--- src/hw/rtl/twrtc_pkg.sv ---
// ----------------------------------------------------------------------------
// Three-wire serial master package
// Action codes, register default and stream field positions.
// ----------------------------------------------------------------------------
`default_nettype none

package twrtc_pkg;

   typedef enum logic [1:0] {
      ACT_TICK  = 2'd0,
      ACT_WRITE = 2'd1,
      ACT_READ  = 2'd2,
      ACT_NONE  = 2'd3
   } action_type;

   localparam logic [7:0] TICKS_PER_PHASE_RESET = 8'd4;

   localparam int REQ_DATA_W = 24;
   localparam int RSP_DATA_W = 16;

   // Request data positions.
   localparam int REQ_CMD_LSB  = 0;
   localparam int REQ_WR_LSB   = 8;
   localparam int REQ_PIN_BIT  = 16;

   // Response data positions.
   localparam int RSP_CE_BIT   = 0;
   localparam int RSP_CLK_BIT  = 1;
   localparam int RSP_DOUT_BIT = 2;
   localparam int RSP_DEN_BIT  = 3;
   localparam int RSP_BUSY_BIT = 4;
   localparam int RSP_DONE_BIT = 5;
   localparam int RSP_RD_LSB   = 6;

endpackage

`default_nettype wire

--- src/hw/rtl/three_wire_rtc_serial_master.sv ---
// ----------------------------------------------------------------------------
// Three-wire serial master
// Chip enable, serial clock and bidirectional data, LSB first.
// ----------------------------------------------------------------------------
// Each request is a tick, a start or action code 3. A start opens a write
// or read transaction on the wire; ticks pace the wire, ticks_per_phase ticks
// per setup, clock-low and clock-high phase. Every request yields exactly one
// response carrying the pin levels and status after that request. The block
// takes one request per clock cycle; its response is available in the next
// cycle from a single output register, and a request is taken whenever that
// register is empty or is being drained in the same cycle. Starts while busy
// and action code 3 change nothing. Write ticks_per_phase only while idle.
`default_nettype none

module three_wire_rtc_serial_master (
   input  wire logic                               clock,
   input  wire logic                               reset,
   input  wire logic                               req_tvalid,
   output logic                                    req_tready,
   // [7:0] command_byte, [15:8] write_byte, [16] data_pin_in, [23:17] zero
   input  wire logic [twrtc_pkg::REQ_DATA_W-1:0]   req_tdata,
   // [1:0] action
   input  wire logic [1:0]                         req_tuser,
   output logic                                    rsp_tvalid,
   input  wire logic                               rsp_tready,
   // [0] chip_enable, [1] serial_clock, [2] data_pin_out,
   // [3] data_drive_enable, [4] busy_res, [5] done_res, [13:6] read_byte,
   // [15:14] zero
   output logic [twrtc_pkg::RSP_DATA_W-1:0]        rsp_tdata,
   input  wire logic                               csr_valid,
   output logic                                    csr_ready,
   input  wire logic [7:0]                         csr_data
);
   import twrtc_pkg::*;

   typedef enum logic [2:0] {
      PH_IDLE      = 3'd0,
      PH_SETUP     = 3'd1,
      PH_TX_LOW    = 3'd2,
      PH_TX_HIGH   = 3'd3,
      PH_RX_LOW    = 3'd4,
      PH_RX_HIGH   = 3'd5,
      PH_RX_SAMPLE = 3'd6
   } phase_type;

   phase_type  phase_ff, phase_in;
   logic [3:0] bit_idx_ff, bit_idx_in;
   logic [7:0] shift_out_ff, shift_out_in;
   logic [7:0] pending_ff, pending_in;
   logic [7:0] shift_in_ff, shift_in_in;
   logic [7:0] ticks_ff, ticks_in;
   logic       is_read_ff, is_read_in;
   logic [7:0] tpp_ff, tpp_in;
   logic       rsp_valid_ff, rsp_valid_in;
   logic [RSP_DATA_W-1:0] rsp_data_ff, rsp_data_in;

   logic       accept;
   action_type action;
   logic [7:0] cmd_byte;
   logic [7:0] wr_byte;
   logic       pin;
   logic [7:0] limit;
   logic [7:0] ticks_inc;
   logic [3:0] bit_inc;
   logic       done;
   logic       ce, clk, dout, den;

   assign accept     = req_tvalid && req_tready;
   assign req_tready = !rsp_valid_ff || rsp_tready;
   assign csr_ready  = 1'b1;
   assign rsp_tvalid = rsp_valid_ff;
   assign rsp_tdata  = rsp_data_ff;

   assign action   = action_type'(req_tuser);
   assign cmd_byte = req_tdata[REQ_CMD_LSB +: 8];
   assign wr_byte  = req_tdata[REQ_WR_LSB +: 8];
   assign pin      = req_tdata[REQ_PIN_BIT];

   assign limit     = (tpp_ff == 8'd0) ? 8'd1 : tpp_ff;
   assign ticks_inc = ticks_ff + 8'd1;
   assign bit_inc   = bit_idx_ff + 4'd1;

   always_comb begin
      phase_in     = phase_ff;
      bit_idx_in   = bit_idx_ff;
      shift_out_in = shift_out_ff;
      pending_in   = pending_ff;
      shift_in_in  = shift_in_ff;
      ticks_in     = ticks_ff;
      is_read_in   = is_read_ff;
      done         = 1'b0;

      if (phase_ff == PH_IDLE) begin
         if (action == ACT_WRITE || action == ACT_READ) begin
            shift_out_in = cmd_byte;
            pending_in   = wr_byte;
            is_read_in   = (action == ACT_READ);
            bit_idx_in   = 4'd0;
            ticks_in     = 8'd0;
            phase_in     = PH_SETUP;
         end
      end else if (action == ACT_TICK) begin
         ticks_in = ticks_inc;
         if (ticks_inc >= limit) begin
            ticks_in = 8'd0;
            case (phase_ff)
               PH_SETUP: begin
                  phase_in = PH_TX_LOW;
               end
               PH_TX_LOW: begin
                  phase_in = PH_TX_HIGH;
               end
               PH_TX_HIGH: begin
                  shift_out_in = {1'b0, shift_out_ff[7:1]};
                  bit_idx_in   = bit_inc;
                  if (bit_inc == 4'd8 && is_read_ff) begin
                     bit_idx_in   = 4'd0;
                     shift_out_in = 8'd0;
                     phase_in     = PH_RX_LOW;
                  end else if (bit_inc == 4'd8) begin
                     shift_out_in = pending_ff;
                     phase_in     = PH_TX_LOW;
                  end else if (bit_inc == 4'd0) begin
                     // Sixteen bits sent: the write transaction is complete.
                     phase_in = PH_IDLE;
                     done     = 1'b1;
                  end else begin
                     phase_in = PH_TX_LOW;
                  end
               end
               PH_RX_LOW: begin
                  phase_in = PH_RX_HIGH;
               end
               PH_RX_HIGH: begin
                  phase_in = PH_RX_SAMPLE;
               end
               PH_RX_SAMPLE: begin
                  shift_out_in = {pin, shift_out_ff[7:1]};
                  bit_idx_in   = bit_inc;
                  if (bit_inc >= 4'd8) begin
                     shift_in_in = {pin, shift_out_ff[7:1]};
                     bit_idx_in  = 4'd0;
                     phase_in    = PH_IDLE;
                     done        = 1'b1;
                  end else begin
                     phase_in = PH_RX_LOW;
                  end
               end
               default: begin
                  bit_idx_in = 4'd0;
                  phase_in   = PH_IDLE;
               end
            endcase
         end
      end

      ce   = 1'b0;
      clk  = 1'b0;
      dout = 1'b0;
      den  = 1'b1;
      case (phase_in)
         PH_SETUP: begin
            ce = 1'b1;
         end
         PH_TX_LOW: begin
            ce   = 1'b1;
            dout = shift_out_in[0];
         end
         PH_TX_HIGH: begin
            ce   = 1'b1;
            clk  = 1'b1;
            dout = shift_out_in[0];
         end
         PH_RX_LOW, PH_RX_SAMPLE: begin
            ce  = 1'b1;
            den = 1'b0;
         end
         PH_RX_HIGH: begin
            ce  = 1'b1;
            clk = 1'b1;
            den = 1'b0;
         end
         default: begin
            ce = 1'b0;
         end
      endcase

      rsp_data_in = '0;
      rsp_data_in[RSP_CE_BIT]       = ce;
      rsp_data_in[RSP_CLK_BIT]      = clk;
      rsp_data_in[RSP_DOUT_BIT]     = dout;
      rsp_data_in[RSP_DEN_BIT]      = den;
      rsp_data_in[RSP_BUSY_BIT]     = (phase_in != PH_IDLE);
      rsp_data_in[RSP_DONE_BIT]     = done;
      rsp_data_in[RSP_RD_LSB +: 8]  = shift_in_in;

      tpp_in = csr_valid ? csr_data : tpp_ff;

      if (accept) begin
         rsp_valid_in = 1'b1;
      end else if (rsp_tready) begin
         rsp_valid_in = 1'b0;
      end else begin
         rsp_valid_in = rsp_valid_ff;
      end
   end

   always_ff @(posedge clock) begin
      if (reset) begin
         phase_ff     <= PH_IDLE;
         bit_idx_ff   <= 4'd0;
         shift_out_ff <= 8'd0;
         pending_ff   <= 8'd0;
         shift_in_ff  <= 8'd0;
         ticks_ff     <= 8'd0;
         is_read_ff   <= 1'b0;
         tpp_ff       <= TICKS_PER_PHASE_RESET;
         rsp_valid_ff <= 1'b0;
      end else begin
         if (accept) begin
            phase_ff     <= phase_in;
            bit_idx_ff   <= bit_idx_in;
            shift_out_ff <= shift_out_in;
            pending_ff   <= pending_in;
            shift_in_ff  <= shift_in_in;
            ticks_ff     <= ticks_in;
            is_read_ff   <= is_read_in;
         end
         tpp_ff       <= tpp_in;
         rsp_valid_ff <= rsp_valid_in;
      end
      if (accept) begin
         rsp_data_ff <= rsp_data_in;
      end
   end

endmodule

`default_nettype wire

--- config.mk ---
export PLATFORM = sky130hd
export DESIGN_NAME = three_wire_rtc_serial_master
export DESIGN_NICKNAME = d
export VERILOG_FILES = /design/src/hw/rtl/twrtc_pkg.sv /design/src/hw/rtl/three_wire_rtc_serial_master.sv
export SDC_FILE = /design/constraint.sdc
export NUM_CORES = 1
export LEC_CHECK = 0
export BUFFER_PORTS_ARGS = -buffer_cell sky130_fd_sc_hd__buf_4
export CAP_MARGIN = 0
export CORE_MARGIN = 3
export CORE_UTILIZATION = 55
export DETAILED_ROUTE_END_ITERATION = 7
export GPL_ROUTABILITY_DRIVEN = 0
export PLACE_DENSITY_LB_ADDON = 0.12
export SLEW_MARGIN = 20
export SYNTH_ARGS = -nofsm -noshare
export SYNTH_HDL_FRONTEND = slang
export SYNTH_SLANG_ARGS = --single-unit
--- constraint.sdc ---
create_clock -name clock -period 3.3 [get_ports clock]
set_clock_uncertainty 0.1 [all_clocks]
set_input_delay 0.495 -clock clock [delete_from_list [all_inputs] [get_ports clock]]
set_output_delay 0.495 -clock clock [all_outputs]
set_load 0.02 [all_outputs]
==> results.yml <==
floorplanning:
  core_area_um2: 6061
  die_area_um2: 7407
  die_w_um: 86.07
  io_pins: 58
  fp-row-count: 28
  start_util_pct: 58.18
  die_h_um: 86.07
status:
  outcome: "finished clean"
setup_path:
  startpoint: "ticks_ff[2]"
  arrival_ns: 3.13
  worstSetupEndpointType: "flip-flop"
  cp.required_ns: 3.36
  path_max_fanout: 18
  startpoint_type: "flip-flop"
  critPathKind: "flip-flop to flip-flop"
  reg2reg_from: "ticks_ff[2]"
cells_and_area:
  register_area_um2: 1404
  multi_input_area_um2: 1969
  fin_util_pct: 68.54
  layout_common_cells: "buf_4, dfxtp_1, nand2_1"
  area_growth_pct: 17.81
  mostFrequentLayoutCell: "buf_4"
  fill_cells: 496
  drive_gt1_share_pct: 23.92
  final_nets: 486
  diodes: 0
  fin_area_um2: 4154
clock_tree:
  insertion_delay_ns: 0.34
  cts_setup_buffers: 0
  cts-hold-fix-buffers: 0
  path_clk_slew_ns: 0.07
  cts_tree: "done"
  cts_made_buffers: 9
  cts.sinks: 63
  cts_root_buf: "clkbuf_8"
  h-tree-depth: 3
  clock_path_buffers: 2
placement:
  hpwl_um: 5672
  numPortBuffers: 47
  placed_area_um2: 3938
grt:
  grt_pass1_vias: 2838
  overflow: 0
  grt.total_usage_pct: 22.24
  grt_max_degree: 47
  antenna_found_initial: 0
  grt_pass1_wl_um: 13060
synthesis:
  syn-mean-instance-area_um2: 9.134
  synth_top_cell_area_share_pct: 27.82
  synth.area.top_cells: "dfxtp_1, edfxtp_1, mux2i_1"
  syn_inst: 386
  yosysSeqAreaShare_pct: 39.74
  ys_ff_latch: 63
  async_flop_share_pct: 0
  synth-main-ff-cell: "dfxtp_1"
  synth_edf_count: 14
  synth_area_um2: 3526
  yosysTopAreaCell: "dfxtp_1"
  synth_cell_type_count: 71
  ys_warn_count: 0
power:
  p_per_area_nw_per_um2: 428.4
  ir_worst_vdd_uv: 333.9
  leakage_nw: 1.700
timing:
  setup_tns_ns: 0
  hold_viol: 0
  tightest_slew_ns: 0.7638
  slew_violations: 0
  finalCritPeriodShare_pct: 92.80
  fin_crit_ns: 3.062
  grt_setup_unrepaired: "false"
  timing.fmax_mhz: 326.6
  maxSlewHeadroom_pct: 49.01
  setup_viol: 0
routing:
  via_count: 2998
  vias_per_cell: 5.833
  wl_per_cell_um: 15.51
  routed_wl_um: 7971
  dr.pass1.iters: 4
  antenna_left: 0
  drcViolationCount: 0
  drt_iter0_markers: 212
min_path:
  hold_class: "input port to flip-flop"
  hold_start: "csr_data[2]"
job:
  max_cap_violations: 0
final cells by class:
cell class | instances | share of cell area, %
sequential | 63 | 33.80
clock buffer | 10 | 3.313
multi-input combinational | 288 | 47.41
inverter | 17 | 1.536
tap | 75 | 2.259
clock inverter | 6 | 1.446
timing repair buffer | 55 | 10.24
critical path, stage by stage (launching register included):
cell and delay [ns]:
dfxtp_2 0.34, and3_1 0.20, and3_1 0.20, buf_4 0.15, xor2_1 0.14, ha_1 0.30
nand2_1 0.06, a211o_1 0.30, o21bai_2 0.18, buf_12 0.18, nand4_1 0.26, nand2_2 0.22
mux2i_1 0.25
synthesized netlist by cell type (4+ instances only):
master,count
ha_1,13
and2_1,10
buf_4,4
clkbuf_1,5
o21ai_1,5
nand2_1,44
nand4_1,4
a311oi_1,5
nand3_1,9
a21oi_1,32
mux2i_1,17
buf_2,5
o21ai_0,18
edfxtp_1,14
nor3_1,10
inv_1,15
nor2_1,31
xnor2_1,4
dfxtp_1,49
nor4_1,6
mux2_2,8
repair_timing:
item / 4_1_cts / 5_1_grt
endpoints found under the setup margin: 0 / 18
gates resized for setup: 0 / 6
hold endpoints to repair: 0 / 0
power breakdown:
part           leakage, nW  switching [W]  internal [W]
clock network       0.0997       0.000303      0.000365
registers            0.537      0.0000284      0.000823
logic                 1.06       0.000151      0.000109
through the flow:
step           hold WS, ns  power (W)  cells  worst slack [ns]
2_1_floorplan       0.3317   0.001039    387            0.3040
3_3_place_gp        0.3404   0.001120    498            0.1685
3_5_place_dp        0.3461   0.001126    498            0.1266
4_1_cts             0.2779   0.001792    514            0.1031
5_1_grt             0.2855   0.001864    514           0.02545
6_report            0.2839   0.001780    514            0.2378
routing by layer:
metal / track usage [%] / share of wire (%)
met2: 38.33 / 51
met4: 6.043 / 0.64
met1: 27.23 / 42
met5: 0 / 0
met3: 6.052 / 6.3
registers in the layout, summed over array words and instances (netlist names):
name	cells
shift_in_ff	8
shift_out_ff	8
rsp_tdata	14
rsp_tvalid	1
ticks_ff	8
tpp_ff	8
bit_idx_ff	4
phase_ff	3
pending_ff	8
is_read_ff	1
kinds of logic after synthesis:
kind of cell               synth area share (%)
AOI/OAI and AO/OA                         20.83
adders and majority gates                 4.613
buffers and inverters                     4.968
and+or+nand+nor                           20.05
other                                    0.2130
muxes                                     7.381
DFF                                       39.74
xor gates and xnor gates                  2.200
final timing paths:
check                       end  slack, ns  cells past startpoint
hold / removal        tpp_ff[2]       0.28                      3
hold reg to reg   pending_ff[2]       0.35                      2
setup / recovery   rsp_tdata[0]       0.24                     12
setup reg to reg   rsp_tdata[0]       0.24                     12
No activity file was read; power rests on OpenSTA's default activity.
